**src/rtl/fsd_pkg.sv**
```systemverilog
`timescale 1ns / 1ps
`default_nettype none
// -----------------------------------------------------------------------------
// fsd_pkg
// Shared types and constants of the error-diffusion dither.
// -----------------------------------------------------------------------------
package fsd_pkg;

	localparam int MAX_WIDTH = 1024;
	localparam int COL_W = $clog2(MAX_WIDTH);
	localparam int WIDTH_W = 11;
	localparam int HEIGHT_W = 12;
	localparam int EW_W = (COL_W + 1 > WIDTH_W) ? COL_W + 1 : WIDTH_W;
	localparam int PIX_W = 8;
	localparam int SUM_W = 11;
	localparam int PROD_W = SUM_W + 3;
	localparam int DIV_SHIFT = 4;
	localparam int CFG_IDX_W = 2;
	localparam int CFG_DATA_W = 12;

	localparam logic [WIDTH_W-1:0] LINE_WIDTH_RST = WIDTH_W'(600);
	localparam logic [HEIGHT_W-1:0] FRAME_HEIGHT_RST = HEIGHT_W'(800);

	localparam logic signed [SUM_W-1:0] QUANT_LEVEL = SUM_W'(128);
	localparam logic signed [SUM_W-1:0] WHITE_SUM = SUM_W'(255);
	localparam logic [PIX_W-1:0] PIX_WHITE = PIX_W'(255);
	localparam logic [PIX_W-1:0] PIX_BLACK = PIX_W'(0);

	typedef enum logic [CFG_IDX_W-1:0] {
		REG_LINE_WIDTH   = CFG_IDX_W'(0),
		REG_FRAME_HEIGHT = CFG_IDX_W'(1)
	} cfg_reg_t;

	typedef struct packed {
		logic [EW_W-1:0]     width;
		logic [HEIGHT_W-1:0] height;
	} geom_t;

	typedef struct packed {
		logic [COL_W-1:0] x;
		logic             first;
		logic             row_nz;
		logic             has_right;
		logic             has_below;
	} pos_t;

endpackage
`default_nettype wire

```
**src/rtl/fsd_if.sv**
```systemverilog
`timescale 1ns / 1ps
`default_nettype none
// -----------------------------------------------------------------------------
// fsd_if
// Handshake channels of the dither: grey words in, dithered words out, and
// the configuration write channel.
// -----------------------------------------------------------------------------
interface fsd_grey_if;
	logic                     valid;
	logic                     ready;
	logic [fsd_pkg::PIX_W-1:0] grey_in;

	modport source (output valid, output grey_in, input ready);
	modport sink (input valid, input grey_in, output ready);
endinterface

interface fsd_bit_if;
	logic                     valid;
	logic                     ready;
	logic [fsd_pkg::PIX_W-1:0] bit_pixel;

	modport source (output valid, output bit_pixel, input ready);
	modport sink (input valid, input bit_pixel, output ready);
endinterface

`default_nettype wire

```
**src/rtl/fsd_diffuse.sv**
```systemverilog
`timescale 1ns / 1ps
`default_nettype none
// -----------------------------------------------------------------------------
// fsd_diffuse
// Input register, quantizer with error spread, line-store write control and
// the result register.
// -----------------------------------------------------------------------------
module fsd_diffuse (
	input  wire logic                        clk,
	input  wire logic                        arst_n,
	fsd_grey_if.sink                         grey,
	fsd_bit_if.source                        mono,
	input  wire fsd_pkg::pos_t               pos,
	output logic                             take,
	output logic                             ram_we,
	output logic [fsd_pkg::COL_W-1:0]        ram_waddr,
	output logic [fsd_pkg::SUM_W-1:0]        ram_wdata,
	input  wire logic [fsd_pkg::SUM_W-1:0]   ram_rdata
);

	function automatic logic signed [fsd_pkg::SUM_W-1:0] div16(
		input logic signed [fsd_pkg::PROD_W-1:0] v
	);
		logic signed [fsd_pkg::PROD_W-1:0] t;
		t = v + (v[fsd_pkg::PROD_W-1] ? fsd_pkg::PROD_W'((1 << fsd_pkg::DIV_SHIFT) - 1)
			: fsd_pkg::PROD_W'(0));
		return fsd_pkg::SUM_W'(t >>> fsd_pkg::DIV_SHIFT);
	endfunction

	logic                             valid_s1;
	logic [fsd_pkg::PIX_W-1:0]        grey_s1;
	fsd_pkg::pos_t                    pos_s1;
	logic                             byp_s1;
	logic [fsd_pkg::SUM_W-1:0]        byp_data_s1;

	logic                             out_valid_q;
	logic [fsd_pkg::PIX_W-1:0]        bit_q;
	logic signed [fsd_pkg::SUM_W-1:0] rc_q;
	logic signed [fsd_pkg::SUM_W-1:0] pb0_q;
	logic signed [fsd_pkg::SUM_W-1:0] pb1_q;
	logic                             wb_valid_q;
	logic [fsd_pkg::COL_W-1:0]        wb_addr_q;
	logic [fsd_pkg::SUM_W-1:0]        wb_data_q;

	logic                             fire;
	logic signed [fsd_pkg::SUM_W-1:0] below;
	logic signed [fsd_pkg::SUM_W-1:0] rc_in;
	logic signed [fsd_pkg::SUM_W-1:0] pb0_in;
	logic signed [fsd_pkg::SUM_W-1:0] pb1_in;
	logic signed [fsd_pkg::SUM_W-1:0] sum;
	logic                             white;
	logic signed [fsd_pkg::SUM_W-1:0] err;
	logic signed [fsd_pkg::PROD_W-1:0] err_x;
	logic signed [fsd_pkg::SUM_W-1:0] d7;
	logic signed [fsd_pkg::SUM_W-1:0] d3;
	logic signed [fsd_pkg::SUM_W-1:0] d5;
	logic signed [fsd_pkg::SUM_W-1:0] d1;
	logic signed [fsd_pkg::SUM_W-1:0] pb0_n;
	logic signed [fsd_pkg::SUM_W-1:0] pb1_n;
	logic signed [fsd_pkg::SUM_W-1:0] left_val;
	logic                             we_left;
	logic                             we_here;

	assign fire = valid_s1 && (!out_valid_q || mono.ready);
	assign grey.ready = !valid_s1 || fire;
	assign take = grey.valid && grey.ready;
	assign mono.valid = out_valid_q;
	assign mono.bit_pixel = bit_q;

	always_comb begin
		if (!pos_s1.row_nz) begin
			below = '0;
		end else begin
			below = byp_s1 ? byp_data_s1 : ram_rdata;
		end
		rc_in  = pos_s1.first ? '0 : rc_q;
		pb0_in = pos_s1.first ? '0 : pb0_q;
		pb1_in = pos_s1.first ? '0 : pb1_q;
		sum = $signed({{(fsd_pkg::SUM_W - fsd_pkg::PIX_W){1'b0}}, grey_s1}) + rc_in + below;
		white = sum >= fsd_pkg::QUANT_LEVEL;
		err = white ? sum - fsd_pkg::WHITE_SUM : sum;
		err_x = fsd_pkg::PROD_W'(err);
		d7 = div16((err_x <<< 3) - err_x);
		d3 = div16((err_x <<< 1) + err_x);
		d5 = div16((err_x <<< 2) + err_x);
		d1 = div16(err_x);
		left_val = pb0_in + d3;
		pb0_n = pb1_in + d5;
		pb1_n = pos_s1.has_right ? d1 : '0;
		we_left = fire && pos_s1.has_below && (pos_s1.x != '0);
		we_here = fire && pos_s1.has_below && !pos_s1.has_right;

		if (we_left) begin
			ram_we = 1'b1;
			ram_waddr = pos_s1.x - fsd_pkg::COL_W'(1);
			ram_wdata = left_val;
		end else if (we_here) begin
			ram_we = 1'b1;
			ram_waddr = pos_s1.x;
			ram_wdata = pb0_n;
		end else begin
			ram_we = wb_valid_q;
			ram_waddr = wb_addr_q;
			ram_wdata = wb_data_q;
		end
	end

	always_ff @(posedge clk or negedge arst_n) begin
		if (!arst_n) begin
			valid_s1    <= 1'b0;
			out_valid_q <= 1'b0;
			wb_valid_q  <= 1'b0;
			rc_q        <= '0;
			pb0_q       <= '0;
			pb1_q       <= '0;
		end else begin
			if (take) begin
				valid_s1 <= 1'b1;
			end else if (fire) begin
				valid_s1 <= 1'b0;
			end
			if (fire) begin
				out_valid_q <= 1'b1;
			end else if (mono.ready) begin
				out_valid_q <= 1'b0;
			end
			if (we_left && we_here) begin
				wb_valid_q <= 1'b1;
			end else if (!(we_left || we_here)) begin
				wb_valid_q <= 1'b0;
			end
			if (fire) begin
				rc_q  <= pos_s1.has_right ? d7 : '0;
				pb0_q <= pos_s1.has_below ? pb0_n : pb0_in;
				pb1_q <= pos_s1.has_below ? pb1_n : pb1_in;
			end
		end
	end

	always_ff @(posedge clk) begin
		if (take) begin
			grey_s1     <= grey.grey_in;
			pos_s1      <= pos;
			byp_s1      <= ram_we && (ram_waddr == pos.x);
			byp_data_s1 <= ram_wdata;
		end
		if (fire) begin
			bit_q <= white ? fsd_pkg::PIX_WHITE : fsd_pkg::PIX_BLACK;
		end
		if (we_left && we_here) begin
			wb_addr_q <= pos_s1.x;
			wb_data_q <= pb0_n;
		end
	end

`ifndef SYNTH
	a_wb_no_clash: assert property (@(posedge clk) disable iff (!arst_n)
		wb_valid_q |-> !(we_left || we_here))
		else $error("line-store write buffer overlaps a direct write");

	a_wb_drains: assert property (@(posedge clk) disable iff (!arst_n)
		wb_valid_q |=> !wb_valid_q)
		else $error("line-store write buffer held for more than one cycle");

	a_out_binary: assert property (@(posedge clk) disable iff (!arst_n)
		out_valid_q |-> (bit_q == fsd_pkg::PIX_WHITE || bit_q == fsd_pkg::PIX_BLACK))
		else $error("dithered word is neither black nor white");

	a_take_frees: assert property (@(posedge clk) disable iff (!arst_n)
		(valid_s1 && !fire) |-> !take)
		else $error("word accepted while the input register is stalled");
`endif

endmodule
`default_nettype wire

```
**src/flat_wrapper.sv**
```systemverilog
// flat-port wrapper written by rule: the top's interface ports become plain ports
module fsd_diffuse_flat 
  (clk, arst_n, pos, take, ram_we, ram_waddr, ram_wdata, ram_rdata, grey_valid, grey_grey_in, grey_ready, mono_valid, mono_bit_pixel, mono_ready);
  fsd_grey_if grey_i ();
  fsd_bit_if mono_i ();
  input  wire logic clk;
  input  wire logic arst_n;
  input  wire fsd_pkg::pos_t pos;
  output logic take;
  output logic ram_we;
  output logic [fsd_pkg::COL_W-1:0] ram_waddr;
  output logic [fsd_pkg::SUM_W-1:0] ram_wdata;
  input  wire logic [fsd_pkg::SUM_W-1:0] ram_rdata;
  input wire logic [$bits(grey_i.valid)-1:0] grey_valid;
  input wire logic [$bits(grey_i.grey_in)-1:0] grey_grey_in;
  output wire logic [$bits(grey_i.ready)-1:0] grey_ready;
  output wire logic [$bits(mono_i.valid)-1:0] mono_valid;
  output wire logic [$bits(mono_i.bit_pixel)-1:0] mono_bit_pixel;
  input wire logic [$bits(mono_i.ready)-1:0] mono_ready;
  assign grey_i.valid = grey_valid;
  assign grey_i.grey_in = grey_grey_in;
  assign grey_ready = grey_i.ready;
  assign mono_valid = mono_i.valid;
  assign mono_bit_pixel = mono_i.bit_pixel;
  assign mono_i.ready = mono_ready;
  fsd_diffuse u_core (.clk(clk), .arst_n(arst_n), .grey(grey_i), .mono(mono_i), .pos(pos), .take(take), .ram_we(ram_we), .ram_waddr(ram_waddr), .ram_wdata(ram_wdata), .ram_rdata(ram_rdata));
endmodule
```
**config.mk**
```make
export PLATFORM = sky130hd
export DESIGN_NAME = fsd_diffuse_flat
export DESIGN_NICKNAME = d
export VERILOG_FILES = /design/src/rtl/fsd_pkg.sv /design/src/rtl/fsd_if.sv /design/src/rtl/fsd_diffuse.sv /design/src/flat_wrapper.sv
export SDC_FILE = /design/constraint.sdc
export NUM_CORES = 1
export LEC_CHECK = 0
export CORE_MARGIN = 2
export CORE_UTILIZATION = 49
export CTS_CLUSTER_SIZE = 20
export DETAILED_ROUTE_END_ITERATION = 6
export DONT_BUFFER_PORTS = 1
export PLACE_DENSITY = 0.74
export SLEW_MARGIN = 20
export SYNTH_ARGS = -nofsm -noshare
export SYNTH_HDL_FRONTEND = slang
export SYNTH_SLANG_ARGS = --single-unit
```
**constraint.sdc**
```tcl
create_clock -name clk -period 10.1 [get_ports clk]
set_input_delay 0 -clock clk [delete_from_list [all_inputs] [get_ports clk]]
set_output_delay 0 -clock clk [all_outputs]
set_load 0.01 [all_outputs]
```
; ---- Yosys cells after proc, flatten, opt, wreduce, memory -nomap -nowiden
; Index checks and enable logic that the tools add are counted.
; Widths: inputs -> output; s select.
[totals]
word_cells = 76
reg_bits = 99
out_inout_bits = 33
[op_classes]
muxes = 27
magnitude_cmp = 1
n_addsub = 13
reduce_logical = 16
n_eq_ne = 2
[op_table]
columns = operator, count
row1 = $mux 11, 12
row2 = $add 11x10->11, 2
row3 = $mux 10, 2
row4 = $mux 4, 4
row5 = $add 13x11->14, 1
row6 = $add 13x5->14, 1
row7 = $add 14x14->14, 1
row8 = $add 14x5->14, 1
row9 = $sub 14x11->14, 1
row10 = $add 12x11->13, 1
row11 = $add 11x5->12, 1
row12 = $add 11x11->11, 1
row13 = $add 9x11->11, 1
row14 = $ge 11x9->1 const B, 1
row15 = $sub 11x9->11 const B, 1
row16 = $eq 10x10->1, 1
row17 = $reduce_bool 10->1, 1
row18 = $sub 10x1->10 const B, 1
row19 = $mux 1, 8
row20 = $mux 8, 1
row21 = $logic_and 1x1->1, 7
row22 = $reduce_bool 2->1, 2
row23 = $logic_not 1->1, 3
row24 = $logic_or 1x1->1, 3
row25 = $ne 2x1->1 const B, 1

; ---- Depth between registers and ports, before layout
; Gate-level depths: netlist of the first run.
[depth]
depth_word = 11
depth_mapped = 41
depth_no_buf = 39

; ---- Worst setup path before layout of the first run
; No wires, ideal clock.
[synth_path]
path_type = register -> register
startpoint = register u_core.pos_s1[3] (netlist bit)
endpoint = register u_core.byp_data_s1[10] (netlist bit) (data pin)
setup_slack_ps = 1890
path_stages_with_launch = 41
t_arrival_ps = 7920
synth_period_minus_slack_ps = 8210
cell_sequence = edfxtp_1 clkbuf_1 clkbuf_1 nand2b_1 fa_1 inv_1 ha_1 fa_1 a21o_1 a221oi_4 mux2i_1 nand2_2 buf_1 a31oi_1 or2_2 clkbuf_1 inv_1 ha_1 [5 not listed] o21ai_0 nor3b_2 o211ai_1 o31a_1 xnor2_1 ha_1 inv_1 nor2_1 nor2_1 o21bai_1 a21oi_1 o21bai_1 a21oi_1 o21bai_1 a21oi_1 xnor2_1 xnor2_1 o221ai_2
[synth_between]
elab_chain_cells = 11
[synth_lines]
columns = element, line
row1 = "start, declared", fsd_diffuse.sv:32  ; fsd_pkg::pos_t pos_s1;
row2 = "start signal, assigned", fsd_diffuse.sv:143  ; pos_s1 <= pos;
row3 = $mux 11, fsd_diffuse.sv:76  ; rc_in = pos_s1.first ? '0 : rc_q;
row4 = $add 9x11->11, fsd_diffuse.sv:79  ; sum = $signed({{(fsd_pkg::SUM_W - fsd_pkg::PIX_W){1'b0}}, grey_s1}) + rc_in + below;
row5 = $add 11x11->11, fsd_diffuse.sv:79
row6 = $sub 11x9->11 / $ge 11x9->1 (equally long branches), "fsd_diffuse.sv:81, fsd_diffuse.sv:80"
row7 = $mux 11, fsd_diffuse.sv:81  ; err = white ? sum - fsd_pkg::WHITE_SUM : sum;
row8 = $add 13x11->14, fsd_diffuse.sv:85  ; d5 = div16((err_x <<< 2) + err_x);
row9 = $mux 4, fsd_diffuse.sv:25  ; t = v + (v[fsd_pkg::PROD_W-1] ? fsd_pkg::PROD_W'((1 << fsd_pkg::DIV_SHIFT) - 1)
row10 = $add 14x5->14, fsd_diffuse.sv:25
row11 = $add 11x10->11, fsd_diffuse.sv:88  ; pb0_n = pb1_in + d5;
row12 = $mux 11, fsd_diffuse.sv:97  ; end else if (we_here) begin
row13 = $mux 11 (*), fsd_diffuse.sv:93  ; if (we_left) begin
row14 = via ram_wdata (one bit), flat_wrapper.sv:12  ; output logic [fsd_pkg::SUM_W-1:0] ram_wdata;
row15 = "end signal, assigned", fsd_diffuse.sv:145  ; byp_data_s1 <= ram_wdata;
row16 = "end, declared", fsd_diffuse.sv:34  ; logic [fsd_pkg::SUM_W-1:0] byp_data_s1;
; Mark *: on every way through the listed nets, which the timed path passes. The rest lies on a longest branch.
; A chain may end at the register's enable or synchronous reset.

; ---- Final worst setup path of the first run
[layout_path]
startpoint = register u_core.byp_s1
endpoint = output port ram_wdata[10] (netlist bit)
[layout_between]
elab_chain_cells = 11
[layout_lines]
columns = element, line
row1 = "start, declared", fsd_diffuse.sv:33  ; logic byp_s1;
row2 = "start signal, assigned", fsd_diffuse.sv:144  ; byp_s1 <= ram_we && (ram_waddr == pos.x);
row3 = $mux 11 (*), fsd_diffuse.sv:74  ; below = byp_s1 ? byp_data_s1 : ram_rdata;
row4 = $mux 11 (*), fsd_diffuse.sv:71  ; if (!pos_s1.row_nz) begin
row5 = $add 11x11->11 (*), fsd_diffuse.sv:79
row6 = $sub 11x9->11 / $ge 11x9->1 (equally long branches), "fsd_diffuse.sv:81, fsd_diffuse.sv:80"
row7 = $mux 11 (*), fsd_diffuse.sv:81
row8 = $add 13x11->14, fsd_diffuse.sv:85
row9 = $mux 4, fsd_diffuse.sv:25
row10 = $add 14x5->14, fsd_diffuse.sv:25
row11 = $add 11x10->11, fsd_diffuse.sv:88
row12 = $mux 11, fsd_diffuse.sv:97
row13 = $mux 11 (*), fsd_diffuse.sv:93
row14 = "end, declared", flat_wrapper.sv:12
; Mark *: on every way between the ends. The rest lies on a longest branch, timed or not.

==> impl_metrics.csv, run 1 <==
group,metric,value,unit
timing,setup_ws,0.688,ns
clock_tree,path_clk_slew,0.07,ns
drt,dr.pass1.iters,5,
clock_tree,clkSinkCount,91,
global_route,grt.total_usage,0.252,
synthesis,yosysTopAreaCell,"edfxtp_1",
global_route,grt_pass1_vias,7686,
finish,multi_input_area,6070,µm²
timing,period_share,0.932,
finish,fillers,1624,
synthesis,async_flop_share,0.385,
clock_tree,clock-root-buffer,"clkbuf_16",
placed_design,place.gp.congestion,0.982,
floorplan,ios,70,
synthesis,syn_nets,1169,
critical_path,crit_path_start_kind,"register",
finish,drive_gt1_frac,0.0660,
global_route,grt_pass1_wl,39800,µm
critical_path,crit_type,"register to output port",
critical_path,crit_required,10.10,ns
synthesis,ys_ff_latch,91,
placed_design,post-dp-hpwl,18800,µm
drt,avgRoutedWirePerCell,19.3,µm
synthesis,synth_cell_types,90,
synthesis,synth_area_leaders,"edfxtp_1 18%, dfrtp_1 9.6%, ha_1 9.1%",
finish,nNetsFinal,1170,
synthesis,avgSynthCellArea,8.64,µm²
synthesis,syn_area,9110,µm²
critical_path,crit_path_frequent_cell,"ha_1",
placed_design,dp_cells,1247,
critical_path,rr_startpoint,"u_core.byp_s1$_DFFE_PP_",
critical_path,slowest_stage,"edfxtp_1",
finish,syn_to_final_growth,8.00,%
outcome,status,"complete, no violations",
critical_path,cp_data_arrival_time,9.41,ns
hold_path,min_from,"pos[10]",
timing,setup-violations-final,0,
synthesis,yosysMostFrequentCell,"nand2_1",
synthesis,synth_top_area_frac,0.185,
clock_tree,cts_buffers,9,
synthesis,synth_cells,1055,
finish,regArea,2560,µm²
clock_tree,cts_tree,"yes",
timing,final_max_slew_viol_count,0,
run,maxCapViolations,0,
timing,tns,0,ns
floorplan,die_h,140,µm
drt,dr.first_iter.drc_count,733,
drt,postRouteAntennaNets,0,
synthesis,synth_top_flop_cell,"edfxtp_1",
clock_tree,clock_latency,0.35,ns
synthesis,ys_seq_area_frac,0.281,
timing,skew,0.0102,ns
drt,vias_per_cell,6.22,
synthesis,synth_common_cells,"99 x nand2_1, 88 x nor2_1, 70 x xnor2_1",
critical_path,cp_max_fo,17,
timing,slew_headroom,0.299,
floorplan,dieArea,19700,µm²
floorplan,coreArea,18100,µm²
critical_path,end_kind,"output port",
synthesis,synth-edff-count,56,
global_route,grt_overflow,0,
critical_path,slowest_delay,0.61,ns
drt,drt_wl_total,24900,µm
floorplan,start_util,0.504,
hold_path,min_path_cells,2,
hold_path,hold_path_class,"input port to register",
synthesis,synth_warnings,0,
critical_path,reg2reg_to,"u_core.byp_data_s1[10]$_DFFE_PP_",
critical_path,worst_r2r_path_depth,38,
critical_path,r2r_setup_slack,0.81,ns
global_route,antenna_found_initial,1,
clock_tree,clock_path_buffers,2,
placed_design,dp_slack,0.966,ns
timing,period_minus_slack,9.41,ns
floorplan,die_w,140,µm
drt,drc_errors,0,
finish,stdcell_count,1291,
hold_path,whs_endpoint,"u_core.byp_s1$_DFFE_PP_",
timing,rsz0062_at_grt,"no",
clock_tree,postCtsResizedCells,0,
floorplan,rows,49,
drt,vias,8026,
timing,worst_pin_slew,1.04,ns
timing,whs,0.0668,ns
timing,max_freq,106,MHz
global_route,grt_max_degree,37,
placed_design,port_buffers,0,
timing,finalHoldViolCount,0,
clock_tree,ctsHtreeMaxLevel,3,
cells in the final DEF (no fill, tap or decap), types with 7 or more instances in the layout:
cell	count
dlygate4sd3_1	26
a31oi_1	27
nor3_1	24
nand2_1	99
ha_1	66
o21bai_1	15
nand2b_1	15
nor2b_1	33
xnor2_1	70
buf_4	11
xor2_1	27
o211a_1	7
a211oi_1	8
and2_1	10
mux2_2	9
nor4_1	8
o31ai_1	9
edfxtp_1	56
nor2_1	88
clkbuf_16	9
nand3_1	18
a21o_1	11
o211ai_1	14
o2111ai_1	8
inv_1	63
dfrtp_1	35
a21oi_1	60
o21ai_1	13
and3_1	10
fa_1	11
o21ai_0	52
a211o_1	8
a22o_1	8
mux2i_1	10
cell families (layout without fill, tap and decap cells):
group           Yosys count  count (layout)  synth area share
simple gates            346             346             0.189
flops                    91              91             0.281
mux                      22              22            0.0262
compound gates          297             297             0.230
buf+inv                 117             123            0.0535
other cells               0               1                 0
fa+ha+maj                80              80             0.118
xor+xnor                102             102             0.103
stage by stage:
step                       util  cell area, µm²
final                     0.544            9840
after floorplan               -            9110
after global routing      0.544            9840
after CTS                 0.544            9840
after detailed placement  0.512            9260
after global placement    0.512            9260
repair_timing:
item                                   4_1_cts  5_1_grt
setup buffers                                0        0
endpoints found under the hold margin       59        0
hold buffers                                27        0
final cells by class:
class	count	area share
Multi-Input combinational cell	847	0.617
Clock buffer	10	0.0233
Sequential cell	91	0.260
Timing Repair Buffer	38	0.0369
Clock inverter	6	0.00737
Tap cell	229	0.0291
Inverter	69	0.0263
Antenna cell	1	0.000254
flip-flops by register name (all words and copies together) (netlist names), 8 cells and up:
register and cells:
u_core.grey_s1 8, u_core.rc_q 10, u_core.pos_s1 14, u_core.pb1_q 11
u_core.pb0_q 11, u_core.wb_addr_q 10, u_core.wb_data_q 11, u_core.byp_data_s1 11
how the worst max path moves through the flow:
stage | start | end | slack [ns] | cells past startpoint
2_1_floorplan | u_core.pos_s1[3]$_DFFE_PP_ | u_core.byp_data_s1[10]$_DFFE_PP_ | 1.89 | 40
3_3_place_gp | u_core.byp_s1$_DFFE_PP_ | u_core.byp_data_s1[10]$_DFFE_PP_ | 1.11 | 38
3_5_place_dp | u_core.byp_s1$_DFFE_PP_ | u_core.byp_data_s1[10]$_DFFE_PP_ | 0.97 | 38
4_1_cts | u_core.byp_s1$_DFFE_PP_ | ram_wdata[10] | 0.81 | 38
5_1_grt | u_core.byp_s1$_DFFE_PP_ | ram_wdata[10] | 0.03 | 38
6_report | u_core.byp_s1$_DFFE_PP_ | ram_wdata[10] | 0.69 | 38
critical path, delay by kind of cell (launching register included):
kind	cells	cell delay [ns]
AO/OA/AOI/OAI	15	3.16
XOR/XNOR	3	0.40
adder cells (fa/ha/maj)	7	2.34
buffers and inverters	3	0.32
flip-flops	1	0.61
multiplexers	2	0.79
AND/OR/NAND/NOR	8	1.45
metal layers:
metal | vias to the layer above | routed length [µm] | GRT usage
met1 | 3830 | 10700 | 0.336
li1 | 3820 | - | -
met2 | 323 | 11600 | 0.409
met5 | - | 0 | 0
met4 | 0 | 774 | 0.0994
met3 | 53 | 1780 | 0.0451
Power of run 1 is left out: the tool's default activity adds up to more than one toggle a clock period on the data nets, which glitch-free logic cannot reach.
==> run 2: changes to the inputs <==
--- a/config.mk
+++ b/config.mk
@@ -6,11 +6,11 @@
 export NUM_CORES = 1
 export LEC_CHECK = 0
 export CORE_MARGIN = 2
-export CORE_UTILIZATION = 49
+export CORE_UTILIZATION = 55
 export CTS_CLUSTER_SIZE = 20
 export DETAILED_ROUTE_END_ITERATION = 6
 export DONT_BUFFER_PORTS = 1
-export PLACE_DENSITY = 0.74
+export PLACE_DENSITY = 0.8
 export SLEW_MARGIN = 20
 export SYNTH_ARGS = -nofsm -noshare
 export SYNTH_HDL_FRONTEND = slang
==> impl_metrics.csv, run 2 (synthesized netlist as in run 1, its figures left out) <==
group,metric,value,unit
critical_path,crit_path_frequent_cell,"a21oi_1",
finish,syn_to_final_growth,8.40,%
critical_path,crit_required,10.10,ns
drt,drc_errors,0,
drt,drt_wl_total,25400,µm
global_route,grtUsageMet1,0.369,
critical_path,r2r_setup_slack,0.82,ns
finish,stdcell_count,1287,
hold_path,min_from,"pos[10]",
clock_tree,clkSinkCount,91,
placed_design,placed_cell_area,9250,µm²
drt,avgRoutedWirePerCell,19.7,µm
timing,slew_headroom,0.331,
critical_path,cp_max_fo,17,
drt,postRouteAntennaNets,0,
global_route,use_met2,0.472,
clock_tree,ctsHtreeMaxLevel,3,
global_route,grt_use_met3,0.0567,
critical_path,end_kind,"output port",
critical_path,slowest_stage,"edfxtp_1",
floorplan,start_util,0.555,
drt,dr.pass1.iters,6,
floorplan,dieArea,17600,µm²
finish,n_antenna_cell,0,
timing,rsz0062_at_grt,"no",
global_route,grt_pass1_wl,40700,µm
placed_design,post-dp-hpwl,18700,µm
placed_design,place.gp.congestion,1.01,
floorplan,die_h,133,µm
timing,max_freq,106,MHz
global_route,grt_pass1_vias,7918,
critical_path,rr_startpoint,"u_core.byp_s1$_DFFE_PP_",
drt,vias_per_cell,6.38,
global_route,grt_overflow,0,
critical_path,slowest_delay,0.51,ns
clock_tree,clock_path_buffers,2,
floorplan,ios,70,
drt,dr.first_iter.drc_count,861,
finish,utilization,0.602,
global_route,antenna_found_initial,0,
finish,fin_area,9880,µm²
run,maxCapViolations,0,
critical_path,reg2reg_to,"u_core.byp_data_s1[10]$_DFFE_PP_",
global_route,grt.total_usage,0.287,
critical_path,crit_path_start_kind,"register",
clock_tree,clock-root-buffer,"clkbuf_16",
critical_path,crit_type,"register to output port",
timing,tns,0,ns
timing,period_share,0.931,
global_route,grt_max_degree,37,
finish,drive_gt1_frac,0.0722,
floorplan,die_w,133,µm
timing,worst_pin_slew,1.00,ns
critical_path,critical_path.startpoint,"u_core.byp_s1$_DFFE_PP_",
finish,mostFrequentLayoutCells,"99 x nand2_1, 88 x nor2_1, 70 x xnor2_1",
timing,period_minus_slack,9.40,ns
critical_path,crit_end,"ram_wdata[10]",
finish,regMostFlops,"u_core.pos_s1",
timing,final_max_slew_viol_count,0,
finish,final_common_cell,"nand2_1",
clock_tree,path_clk_slew,0.07,ns
placed_design,dp_cells,1238,
timing,setup-violations-final,0,
critical_path,cp_data_arrival_time,9.40,ns
clock_tree,clock_latency,0.36,ns
finish,nNetsFinal,1176,
finish,largest_register_ffs,14,
hold_path,hold_path_class,"input port to register",
global_route,busiest_layer,"met2",
clock_tree,cts_buffers,9,
finish,fillers,1331,
timing,skew,0.00931,ns
critical_path,worst_r2r_path_depth,38,
clock_tree,cts_tree,"yes",
drt,vias,8205,
placed_design,port_buffers,0,
floorplan,rows,47,
outcome,status,"complete, no violations",
floorplan,coreArea,16400,µm²
timing,finalHoldViolCount,0,
## run 2: area by class of cell
type / count / area, µm² / area share
clock buffers: 9 / 225 / 0.0228
clock inverters: 7 / 81.3 / 0.00823
inverters: 69 / 259 / 0.0262
multi-input cells: 847 / 6070 / 0.615
flip-flops and latches: 91 / 2560 / 0.259
well taps: 220 / 275 / 0.0279
repair buffers: 44 / 408 / 0.0413
## run 2: how the worst min path moves through the flow
stage                                               end  slack (ns)  cells after the start
after floorplan           u_core.mono.valid$_DFFE_PN0P_       -0.30                      0
after global placement    u_core.wb_valid_q$_DFFE_PN0P_       -0.29                      0
after detailed placement  u_core.wb_valid_q$_DFFE_PN0P_       -0.29                      0
after CTS                       u_core.byp_s1$_DFFE_PP_        0.07                      2
after global routing            u_core.byp_s1$_DFFE_PP_        0.08                      2
final                           u_core.byp_s1$_DFFE_PP_        0.08                      2
## run 2: repair_timing
item | in CTS | in global routing
endpoints found under the setup margin | 0 | 1
buffers inserted | 0 | 6
gates resized for setup | 0 | 0
hold buffers | 27 | 0
endpoints found under the hold margin | 59 | 0
## run 2: routing by layer
layer	share of wire	vias to the layer above
li1	-	3846
met1	0.41	3884
met2	0.48	396
met3	0.076	79
met4	0.036	0
met5	0	-
## run 2: critical path, delay by kind of cell, from the launching register on
kind | cells | cell delay (ns)
buffers and inverters | 5 | 0.61
and+or+nand+nor | 8 | 1.38
AOI/OAI and AO/OA | 15 | 3.41
DFF | 1 | 0.51
muxes | 2 | 0.66
adders and majority gates | 5 | 2.05
xor gates and xnor gates | 3 | 0.42
## run 2: per-stage QoR
step                      hold slack (ns)  setup slack, ns
final                              0.0823            0.699
after global routing               0.0821            0.116
after CTS                          0.0700            0.909
after detailed placement           -0.294             1.08
after global placement             -0.294             1.14
after floorplan                    -0.296             1.89
Power of run 2 is left out for the same reason.
